### src/rtl/core/fvst_pkg.sv
`default_nettype none

package fvst_pkg;

  typedef enum logic [8:0] {
    ST_IDLE  = 9'b0_0000_0001,
    ST_CLAMP = 9'b0_0000_0010,
    ST_MUL   = 9'b0_0000_0100,
    ST_DIV   = 9'b0_0000_1000,
    ST_SNAP  = 9'b0_0001_0000,
    ST_ACC   = 9'b0_0010_0000,
    ST_EMIT  = 9'b0_0100_0000,
    ST_FPS   = 9'b0_1000_0000,
    ST_MOD   = 9'b1_0000_0000
  } state_e;

  typedef enum logic [1:0] {
    CFG_FIXED_STEP   = 2'd0,
    CFG_TARGET_TICKS = 2'd1,
    CFG_MAX_DELTA    = 2'd2,
    CFG_COUNTER_FREQ = 2'd3
  } cfg_idx_e;

  localparam int unsigned SNAP_DIVISOR = 4000;
  localparam int unsigned DIV_STEPS    = 64;
  localparam int unsigned RESULT_LIMIT = 16;

  localparam logic [31:0] RST_TARGET_TICKS = 32'd166666;
  localparam logic [31:0] RST_MAX_DELTA    = 32'd1000000;
  localparam logic [31:0] RST_COUNTER_FREQ = 32'd10000000;

endpackage

`default_nettype wire

### src/rtl/core/fixed_variable_step_timer.sv
// Frame timer for a fixed or variable timestep loop. Each input transfer is either a time sample
// of a free-running 64-bit counter or a reset command; a sample produces zero or more update
// transfers on the output, the final one of a sample marked by last_o. A reset command is handled
// without leaving idle. A sample passes through capture, clamp and scale of the delta, the shared
// one-bit-per-cycle divider that turns counter units into ticks, snapping and accumulation in
// fixed mode, the emission of each update plus, in fixed mode, a step to close the loop, and
// frame rate bookkeeping. When the per-second counter rolls over, the same divider runs
// again to reduce it modulo the counter frequency. Updates wait while the output is stalled, and
// a new item is taken as soon as the block is back in idle, even if the final update of the
// previous sample is still pending.
`default_nettype none

module fixed_variable_step_timer #(
  parameter int unsigned TICKS_PER_SECOND = 10000000,
  parameter int unsigned MAX_UPDATES      = 16
) (
  input  wire logic        clk_i,
  input  wire logic        rst_ni,
  input  wire logic        cfg_we_i,
  input  wire logic [1:0]  cfg_idx_i,
  input  wire logic [31:0] cfg_data_i,
  input  wire logic        in_valid_i,
  output logic             in_stall_o,
  input  wire logic        command_i,
  input  wire logic [63:0] counter_now_i,
  output logic             out_valid_o,
  input  wire logic        out_stall_i,
  output logic [63:0]      elapsed_ticks_o,
  output logic [63:0]      total_ticks_o,
  output logic [31:0]      frame_count_o,
  output logic [31:0]      frames_per_second_o,
  output logic             last_o
);

  localparam int unsigned TPS_W  = $clog2(TICKS_PER_SECOND + 1);
  localparam int unsigned PROD_W = 32 + TPS_W;
  localparam int unsigned CAP_HI = (MAX_UPDATES > fvst_pkg::RESULT_LIMIT) ?
                                   fvst_pkg::RESULT_LIMIT : MAX_UPDATES;
  localparam int unsigned CAP    = (CAP_HI < 1) ? 1 : CAP_HI;
  localparam int unsigned CNT_W  = $clog2(CAP + 1);
  localparam int unsigned DCNT_W = $clog2(fvst_pkg::DIV_STEPS);
  localparam logic [63:0] SNAP   = 64'(TICKS_PER_SECOND / fvst_pkg::SNAP_DIVISOR);
  localparam logic [TPS_W-1:0]  TPS_C = TPS_W'(TICKS_PER_SECOND);

  fvst_pkg::state_e state_q, state_d;

  logic        fixed_q;
  logic [31:0] target_q, max_delta_q, freq_q;

  logic [63:0] last_time_q, last_time_d;
  logic [63:0] sec_cnt_q, sec_cnt_d;
  logic [63:0] leftover_q, leftover_d;
  logic [63:0] elapsed_q, elapsed_d;
  logic [63:0] total_q, total_d;
  logic [31:0] frames_q, frames_d;
  logic [31:0] fis_q, fis_d;
  logic [31:0] fps_q, fps_d;
  logic [CNT_W-1:0] upd_cnt_q, upd_cnt_d;
  logic        out_valid_q, out_valid_d;

  logic [63:0] delta_q, delta_d;
  logic [31:0] fps_out_q, fps_out_d;
  logic        last_q, last_d;
  logic [63:0] div_dq_q, div_dq_d;
  logic [31:0] div_rem_q, div_rem_d;
  logic [DCNT_W-1:0] div_cnt_q, div_cnt_d;

  logic [32:0] div_shift, div_sub;
  logic        div_ge;
  logic [63:0] div_dq_step;
  logic [31:0] div_rem_step;
  logic        div_done;

  logic [PROD_W-1:0] prod;
  logic [63:0] diff;
  logic [64:0] acc_sum;
  logic [64:0] twice_target;
  logic        in_acc, out_free, can_step, is_final;
  logic [31:0] fis_inc;

  assign div_shift    = {div_rem_q, div_dq_q[63]};
  assign div_sub      = div_shift - {1'b0, freq_q};
  assign div_ge       = div_shift >= {1'b0, freq_q};
  assign div_rem_step = div_ge ? div_sub[31:0] : div_shift[31:0];
  assign div_dq_step  = {div_dq_q[62:0], div_ge};
  assign div_done     = div_cnt_q == DCNT_W'(fvst_pkg::DIV_STEPS - 1);

  assign prod         = PROD_W'(delta_q[31:0]) * PROD_W'(TPS_C);
  assign diff         = (delta_q > {32'b0, target_q}) ? (delta_q - {32'b0, target_q}) :
                                                        ({32'b0, target_q} - delta_q);
  assign acc_sum      = {1'b0, leftover_q} + {1'b0, delta_q};
  assign twice_target = {32'b0, target_q, 1'b0};

  assign in_stall_o   = state_q != fvst_pkg::ST_IDLE;
  assign in_acc       = in_valid_i && !in_stall_o;
  assign out_free     = !out_valid_q || !out_stall_i;
  assign can_step     = (upd_cnt_q != CNT_W'(CAP)) && (leftover_q >= {32'b0, target_q});
  assign is_final     = (upd_cnt_q == CNT_W'(CAP - 1)) ||
                        ({1'b0, leftover_q - {32'b0, target_q}} < twice_target - 65'(target_q));
  assign fis_inc      = fis_q + 32'(upd_cnt_q != '0);

  always_comb begin
    state_d     = state_q;
    last_time_d = last_time_q;
    sec_cnt_d   = sec_cnt_q;
    leftover_d  = leftover_q;
    elapsed_d   = elapsed_q;
    total_d     = total_q;
    frames_d    = frames_q;
    fis_d       = fis_q;
    fps_d       = fps_q;
    upd_cnt_d   = upd_cnt_q;
    out_valid_d = out_valid_q && out_stall_i;
    delta_d     = delta_q;
    fps_out_d   = fps_out_q;
    last_d      = last_q;
    div_dq_d    = div_dq_q;
    div_rem_d   = div_rem_q;
    div_cnt_d   = div_cnt_q;
    unique case (state_q)
      fvst_pkg::ST_IDLE: begin
        if (in_acc) begin
          last_time_d = counter_now_i;
          if (command_i) begin
            leftover_d = '0;
            fps_d      = '0;
            fis_d      = '0;
            sec_cnt_d  = '0;
          end else begin
            delta_d = counter_now_i - last_time_q;
            state_d = fvst_pkg::ST_CLAMP;
          end
        end
      end
      fvst_pkg::ST_CLAMP: begin
        sec_cnt_d = sec_cnt_q + delta_q;
        if (delta_q > {32'b0, max_delta_q}) begin
          delta_d = {32'b0, max_delta_q};
        end
        state_d = fvst_pkg::ST_MUL;
      end
      fvst_pkg::ST_MUL: begin
        div_dq_d  = 64'(prod);
        div_rem_d = '0;
        div_cnt_d = '0;
        upd_cnt_d = '0;
        state_d   = fvst_pkg::ST_DIV;
      end
      fvst_pkg::ST_DIV: begin
        div_dq_d  = div_dq_step;
        div_rem_d = div_rem_step;
        div_cnt_d = div_cnt_q + 1'b1;
        if (div_done) begin
          delta_d = div_dq_step;
          state_d = fixed_q ? fvst_pkg::ST_SNAP : fvst_pkg::ST_EMIT;
        end
      end
      fvst_pkg::ST_SNAP: begin
        if (diff < SNAP) begin
          delta_d = {32'b0, target_q};
        end
        state_d = fvst_pkg::ST_ACC;
      end
      fvst_pkg::ST_ACC: begin
        leftover_d = acc_sum[64] ? '1 : acc_sum[63:0];
        state_d    = fvst_pkg::ST_EMIT;
      end
      fvst_pkg::ST_EMIT: begin
        if (!fixed_q) begin
          if (out_free) begin
            elapsed_d   = delta_q;
            total_d     = total_q + delta_q;
            leftover_d  = '0;
            frames_d    = frames_q + 1'b1;
            fps_out_d   = fps_q;
            last_d      = 1'b1;
            out_valid_d = 1'b1;
            upd_cnt_d   = CNT_W'(1);
            state_d     = fvst_pkg::ST_FPS;
          end
        end else if (!can_step) begin
          state_d = fvst_pkg::ST_FPS;
        end else if (out_free) begin
          elapsed_d   = {32'b0, target_q};
          total_d     = total_q + {32'b0, target_q};
          leftover_d  = leftover_q - {32'b0, target_q};
          frames_d    = frames_q + 1'b1;
          fps_out_d   = fps_q;
          last_d      = is_final;
          out_valid_d = 1'b1;
          upd_cnt_d   = upd_cnt_q + 1'b1;
        end
      end
      fvst_pkg::ST_FPS: begin
        if (sec_cnt_q >= {32'b0, freq_q}) begin
          fps_d     = fis_inc;
          fis_d     = '0;
          div_dq_d  = sec_cnt_q;
          div_rem_d = '0;
          div_cnt_d = '0;
          state_d   = fvst_pkg::ST_MOD;
        end else begin
          fis_d   = fis_inc;
          state_d = fvst_pkg::ST_IDLE;
        end
      end
      fvst_pkg::ST_MOD: begin
        div_dq_d  = div_dq_step;
        div_rem_d = div_rem_step;
        div_cnt_d = div_cnt_q + 1'b1;
        if (div_done) begin
          sec_cnt_d = {32'b0, div_rem_step};
          state_d   = fvst_pkg::ST_IDLE;
        end
      end
      default: begin
        state_d = fvst_pkg::ST_IDLE;
      end
    endcase
  end

  always_ff @(posedge clk_i or negedge rst_ni) begin
    if (!rst_ni) begin
      state_q     <= fvst_pkg::ST_IDLE;
      fixed_q     <= 1'b0;
      target_q    <= fvst_pkg::RST_TARGET_TICKS;
      max_delta_q <= fvst_pkg::RST_MAX_DELTA;
      freq_q      <= fvst_pkg::RST_COUNTER_FREQ;
      last_time_q <= '0;
      sec_cnt_q   <= '0;
      leftover_q  <= '0;
      elapsed_q   <= '0;
      total_q     <= '0;
      frames_q    <= '0;
      fis_q       <= '0;
      fps_q       <= '0;
      upd_cnt_q   <= '0;
      out_valid_q <= 1'b0;
    end else begin
      state_q     <= state_d;
      last_time_q <= last_time_d;
      sec_cnt_q   <= sec_cnt_d;
      leftover_q  <= leftover_d;
      elapsed_q   <= elapsed_d;
      total_q     <= total_d;
      frames_q    <= frames_d;
      fis_q       <= fis_d;
      fps_q       <= fps_d;
      upd_cnt_q   <= upd_cnt_d;
      out_valid_q <= out_valid_d;
      if (cfg_we_i) begin
        unique case (cfg_idx_i)
          fvst_pkg::CFG_FIXED_STEP: begin
            fixed_q <= cfg_data_i[0];
          end
          fvst_pkg::CFG_TARGET_TICKS: begin
            if (cfg_data_i != '0) target_q <= cfg_data_i;
          end
          fvst_pkg::CFG_MAX_DELTA: begin
            max_delta_q <= cfg_data_i;
          end
          fvst_pkg::CFG_COUNTER_FREQ: begin
            if (cfg_data_i != '0) freq_q <= cfg_data_i;
          end
          default: begin
          end
        endcase
      end
    end
  end

  always_ff @(posedge clk_i) begin
    delta_q   <= delta_d;
    fps_out_q <= fps_out_d;
    last_q    <= last_d;
    div_dq_q  <= div_dq_d;
    div_rem_q <= div_rem_d;
    div_cnt_q <= div_cnt_d;
  end

  assign out_valid_o         = out_valid_q;
  assign elapsed_ticks_o     = elapsed_q;
  assign total_ticks_o       = total_q;
  assign frame_count_o       = frames_q;
  assign frames_per_second_o = fps_out_q;
  assign last_o              = last_q;

`ifndef SYNTHESIS
  a_load_from_emit: assert property (@(posedge clk_i) disable iff (!rst_ni)
    $rose(out_valid_q) |-> $past(state_q == fvst_pkg::ST_EMIT))
    else $error("Output became valid outside the update loop.");

  a_update_cap: assert property (@(posedge clk_i) disable iff (!rst_ni)
    upd_cnt_q <= CNT_W'(CAP))
    else $error("Update count exceeds the per-sample cap.");

  a_divisor_nonzero: assert property (@(posedge clk_i) disable iff (!rst_ni)
    (freq_q != '0) && (target_q != '0))
    else $error("Counter frequency or target ticks is zero.");

  a_frames_on_transfer: assert property (@(posedge clk_i) disable iff (!rst_ni)
    (out_valid_q && (!out_stall_i || !$past(out_valid_q))) |->
    (frames_q == $past(frames_q) + 32'd1) || $stable(frames_q) || !$rose(out_valid_q))
    else $error("Frame count did not advance with a new update.");
`endif

endmodule

`default_nettype wire

### config.mk
export PLATFORM = sky130hd
export DESIGN_NAME = fixed_variable_step_timer
export DESIGN_NICKNAME = d
export VERILOG_FILES = /design/src/rtl/core/fvst_pkg.sv /design/src/rtl/core/fixed_variable_step_timer.sv
export SDC_FILE = /design/constraint.sdc
export NUM_CORES = 2
export LEC_CHECK = 0
export BUFFER_PORTS_ARGS = -buffer_cell sky130_fd_sc_hd__buf_2
export CORE_ASPECT_RATIO = 0.75
export CORE_MARGIN = 1
export CORE_UTILIZATION = 35
export DETAILED_ROUTE_END_ITERATION = 8
export RECOVER_POWER = 50
export SKIP_LAST_GASP = 1
export SLEW_MARGIN = 40
export SYNTH_ARGS = -nofsm -noshare
export SYNTH_HDL_FRONTEND = slang
export SYNTH_SLANG_ARGS = --single-unit
### constraint.sdc
create_clock -name clk_i -period 9.4 [get_ports clk_i]
set_input_delay 0.47 -clock clk_i [delete_from_list [all_inputs] [get_ports clk_i]]
set_output_delay 0.47 -clock clk_i [all_outputs]
set_load 0.1 [all_outputs]
==> results.py <==
metrics = {
    "placement": {
        "placed_area_um2": 70500,
        "gp_congestion": 0.996,
        "dp.final_hpwl_mm": 208,
        "port_buffers": 298,
    },
    "flow_run": {
        "cap_violations": 14,
    },
    "sta": {
        "setup_tns_ns": 0,
        "drv_slew": 592,
        "fin_crit_ns": 7.55,
        "tightest_slew_ns": 4.23,
        "relSlewSlack_pct": -182,
        "fin_skew_ns": 0.0555,
        "hold_viol": 0,
        "setup_viol": 0,
        "max_freq_mhz": 132,
        "rsz0062_at_grt": "false",
        "period_share_pct": 80.3,
    },
    "final_layout": {
        "area_growth_pct": 12.8,
        "n_fill_cell": 18795,
        "layout-drive-gt1-share_pct": 8.22,
        "final_nets": 8814,
        "finish.instance_area_um2": 73900,
    },
    "critical_path": {
        "critical_path_required_ns": 9.87,
        "worstSetupPathType": "register to register",
        "critPathCaptureType": "register",
        "critPathMaxFanout": 10,
        "critPathLaunchType": "register",
        "path_buf_inv": 4,
        "max_stage_delay_ns": 0.86,
        "crit_slowest_cell": "edfxtp_1",
        "crit_arrival_ns": 8.02,
        "crit_chain": "ha_1 -> ha_1 -> inv_1 -> fa_1 -> inv_1 -> fa_1 -> inv_1 -> fa_1 -> fa_1 -> inv_1 -> ha_1 -> a211oi_1 -> nor2_1 -> a21boi_0 -> o221ai_1 -> a31oi_1 -> nor2_1 -> o211a_1 -> or3_1 -> a21oi_1 -> nor2_1 -> o211a_1 -> a211o_1",
        "cpLargestDelayFamily": "adder cells",
    },
    "logic_synthesis": {
        "yosysSeqAreaShare_pct": 29.3,
        "async_flop_share_pct": 72.6,
        "yosys_warnings": 0,
        "avgSynthCellArea_um2": 8.82,
        "yosys.area_share.simple_pct": 13.7,
        "synth_area_leaders": "dfrtp_1 (19%), ha_1 (15%), edfxtp_1 (9.1%), o21ai_0 (5.4%), fa_1 (5.2%)",
        "synth_seq_cells": 727,
        "yosys.area_share.xor_xnor_pct": 6.34,
        "synth-edff-count": 199,
        "synth.top_cell.area_share_pct": 19.3,
        "synth_top_area_cell": "dfrtp_1",
        "synth_top_family_by_area": "compound AO/OA/AOI/OAI gates",
        "synthMuxAreaShare_pct": 3.20,
        "synth.most_common_cell": "ha_1",
        "synth_fa_ha_area_share_pct": 20.4,
        "synthCells": 7432,
        "synth_commonest_cells": "ha_1 (797), nand2_1 (711), o21ai_0 (708)",
        "synth_cell_type_count": 93,
        "synth_compound_area_share_pct": 21.6,
        "ys.flop_type": "dfrtp_1",
        "synth_area_um2": 65600,
        "syn_nets": 8503,
    },
    "global_route": {
        "grt_pass1_wl_mm": 385,
        "grt_pass1_vias": 56943,
        "overflow": 0,
        "grt_use_total_pct": 27.4,
        "antenna_found_initial": 15,
        "grt_max_degree": 134,
    },
    "floorplan": {
        "core_area_um2": 186000,
        "start_util_pct": 35.3,
        "rows": 137,
        "io_pins": 299,
        "die-area_um2": 189000,
        "die_h_um": 377,
        "die_w_um": 502,
    },
    "clock_tree": {
        "clk_pin_slew_ns": 0.06,
        "clock_sinks": 727,
        "postCtsSetupBuffers": 0,
        "cts-resized-gates": 0,
        "cts_root_buf": "clkbuf_16",
        "clockBufferDepth": 3,
        "clk_latency_ns": 0.77,
        "ctsHtreeMaxLevel": 3,
        "cts_buffers": 88,
        "ctsHoldBuffers": 65,
        "cts_tree": "built",
    },
    "routing": {
        "num_vias": 59794,
        "first_iter_violations": 6155,
        "firstDrtPassIters": 7,
        "route.detailed.drc": 0,
        "totalWireLength_mm": 264,
        "avgRoutedWirePerCell_um": 25.6,
        "ant_nets": 0,
        "avgViaCountPerCell": 5.79,
    },
    "run_status": {
        "violations": "capacitance limit, slew limit",
        "status": "finished, violations left",
    },
    "min_path": {
        "hold_path.class": "primary input to register",
    },
}
cell families (layout without fill, tap and decap cells):
family                   count (synthesis)  count (layout)
AND/OR/NAND/NOR                       1850            1850
multiplexers                           189             189
AO/OA/AOI/OAI                         2274            2274
other                                    0               7
flip-flops                             727             727
buffers and inverters                  950            1336
adder cells (fa/ha/maj)                967             967
XOR/XNOR                               475             475
layout make-up:
type / count / area [µm²] / area share, %
tap: 2502 / 3130 / 4.23
sequential: 727 / 19200 / 26.0
inverter: 677 / 2540 / 3.44
antenna: 7 / 17.5 / 0.0237
multi-input combinational: 5755 / 43100 / 58.3
clock buffer: 120 / 2470 / 3.35
clock inverter: 45 / 572 / 0.773
timing repair buffer: 494 / 2880 / 3.90
per-stage QoR:
| stage | instances | hold slack, ns | worst slack [ns] | utilization [%] |
|---|---|---|---|---|
| after floorplan | 7432 | 0.174 | 1.06 | - |
| after global placement | 10084 | 0.431 | 1.96 | 37.8 |
| after CTS | 10316 | 0.00277 | 1.77 | 39.9 |
| final | 10327 | 0.0144 | 1.85 | 39.8 |
| after detailed placement | 10086 | 0.432 | 1.84 | 37.9 |
| after global routing | 10320 | 0.0106 | 1.00 | 39.7 |
metal layers:
metal	share of wire, %	track usage (%)
met1	45	39.6
met2	41	39.6
met3	9.6	6.43
met4	3.7	8.96
met5	0.0049	0
cells in the final DEF, fill, tap and decap left out, drive strengths merged, types with 100 or more instances in the layout:
| cell type | n |
|---|---|
| nor2 | 311 |
| a21o | 261 |
| ha | 797 |
| nor2b | 108 |
| nand2 | 711 |
| edfxtp | 199 |
| nand4 | 100 |
| mux2 | 163 |
| dfrtp | 505 |
| buf | 219 |
| xor2 | 200 |
| clkbuf | 330 |
| fa | 170 |
| xnor2 | 275 |
| nand3 | 133 |
| a21oi | 579 |
| inv | 684 |
| o21ai | 715 |
final timing paths:
path / startpoint / endpoint / slack (ns) / cells past startpoint
hold / removal: counter_now_i[14] / last_time_q[14] / 0.01 / 3
min in group asynchronous: rst_ni / leftover_q[11] / 0.65 / 2
setup / recovery: delta_q[0] / div_dq_q[55] / 1.85 / 23
setup reg to reg: delta_q[0] / div_dq_q[55] / 1.85 / 23
hold reg to reg: fps_q[1] / frames_per_second_o[1] / 0.44 / 0
max in group asynchronous: rst_ni / sec_cnt_q[42] / 2.15 / 4
worst min-delay path, cell delays in order:
cell	delay (ns)
buf_2	0.12
nand2_1	0.05
o21ai_0	0.07
state kept, by name, summed over array words and instances, names as in the netlist, 64 cells and up:
signal	flops
delta_q	64
div_dq_q	64
elapsed_ticks_o	64
last_time_q	64
leftover_q	64
sec_cnt_q	64
total_ticks_o	64
Power is left out: the tool's default activity adds up to more than one toggle a clock period on the data nets, which glitch-free logic cannot reach.
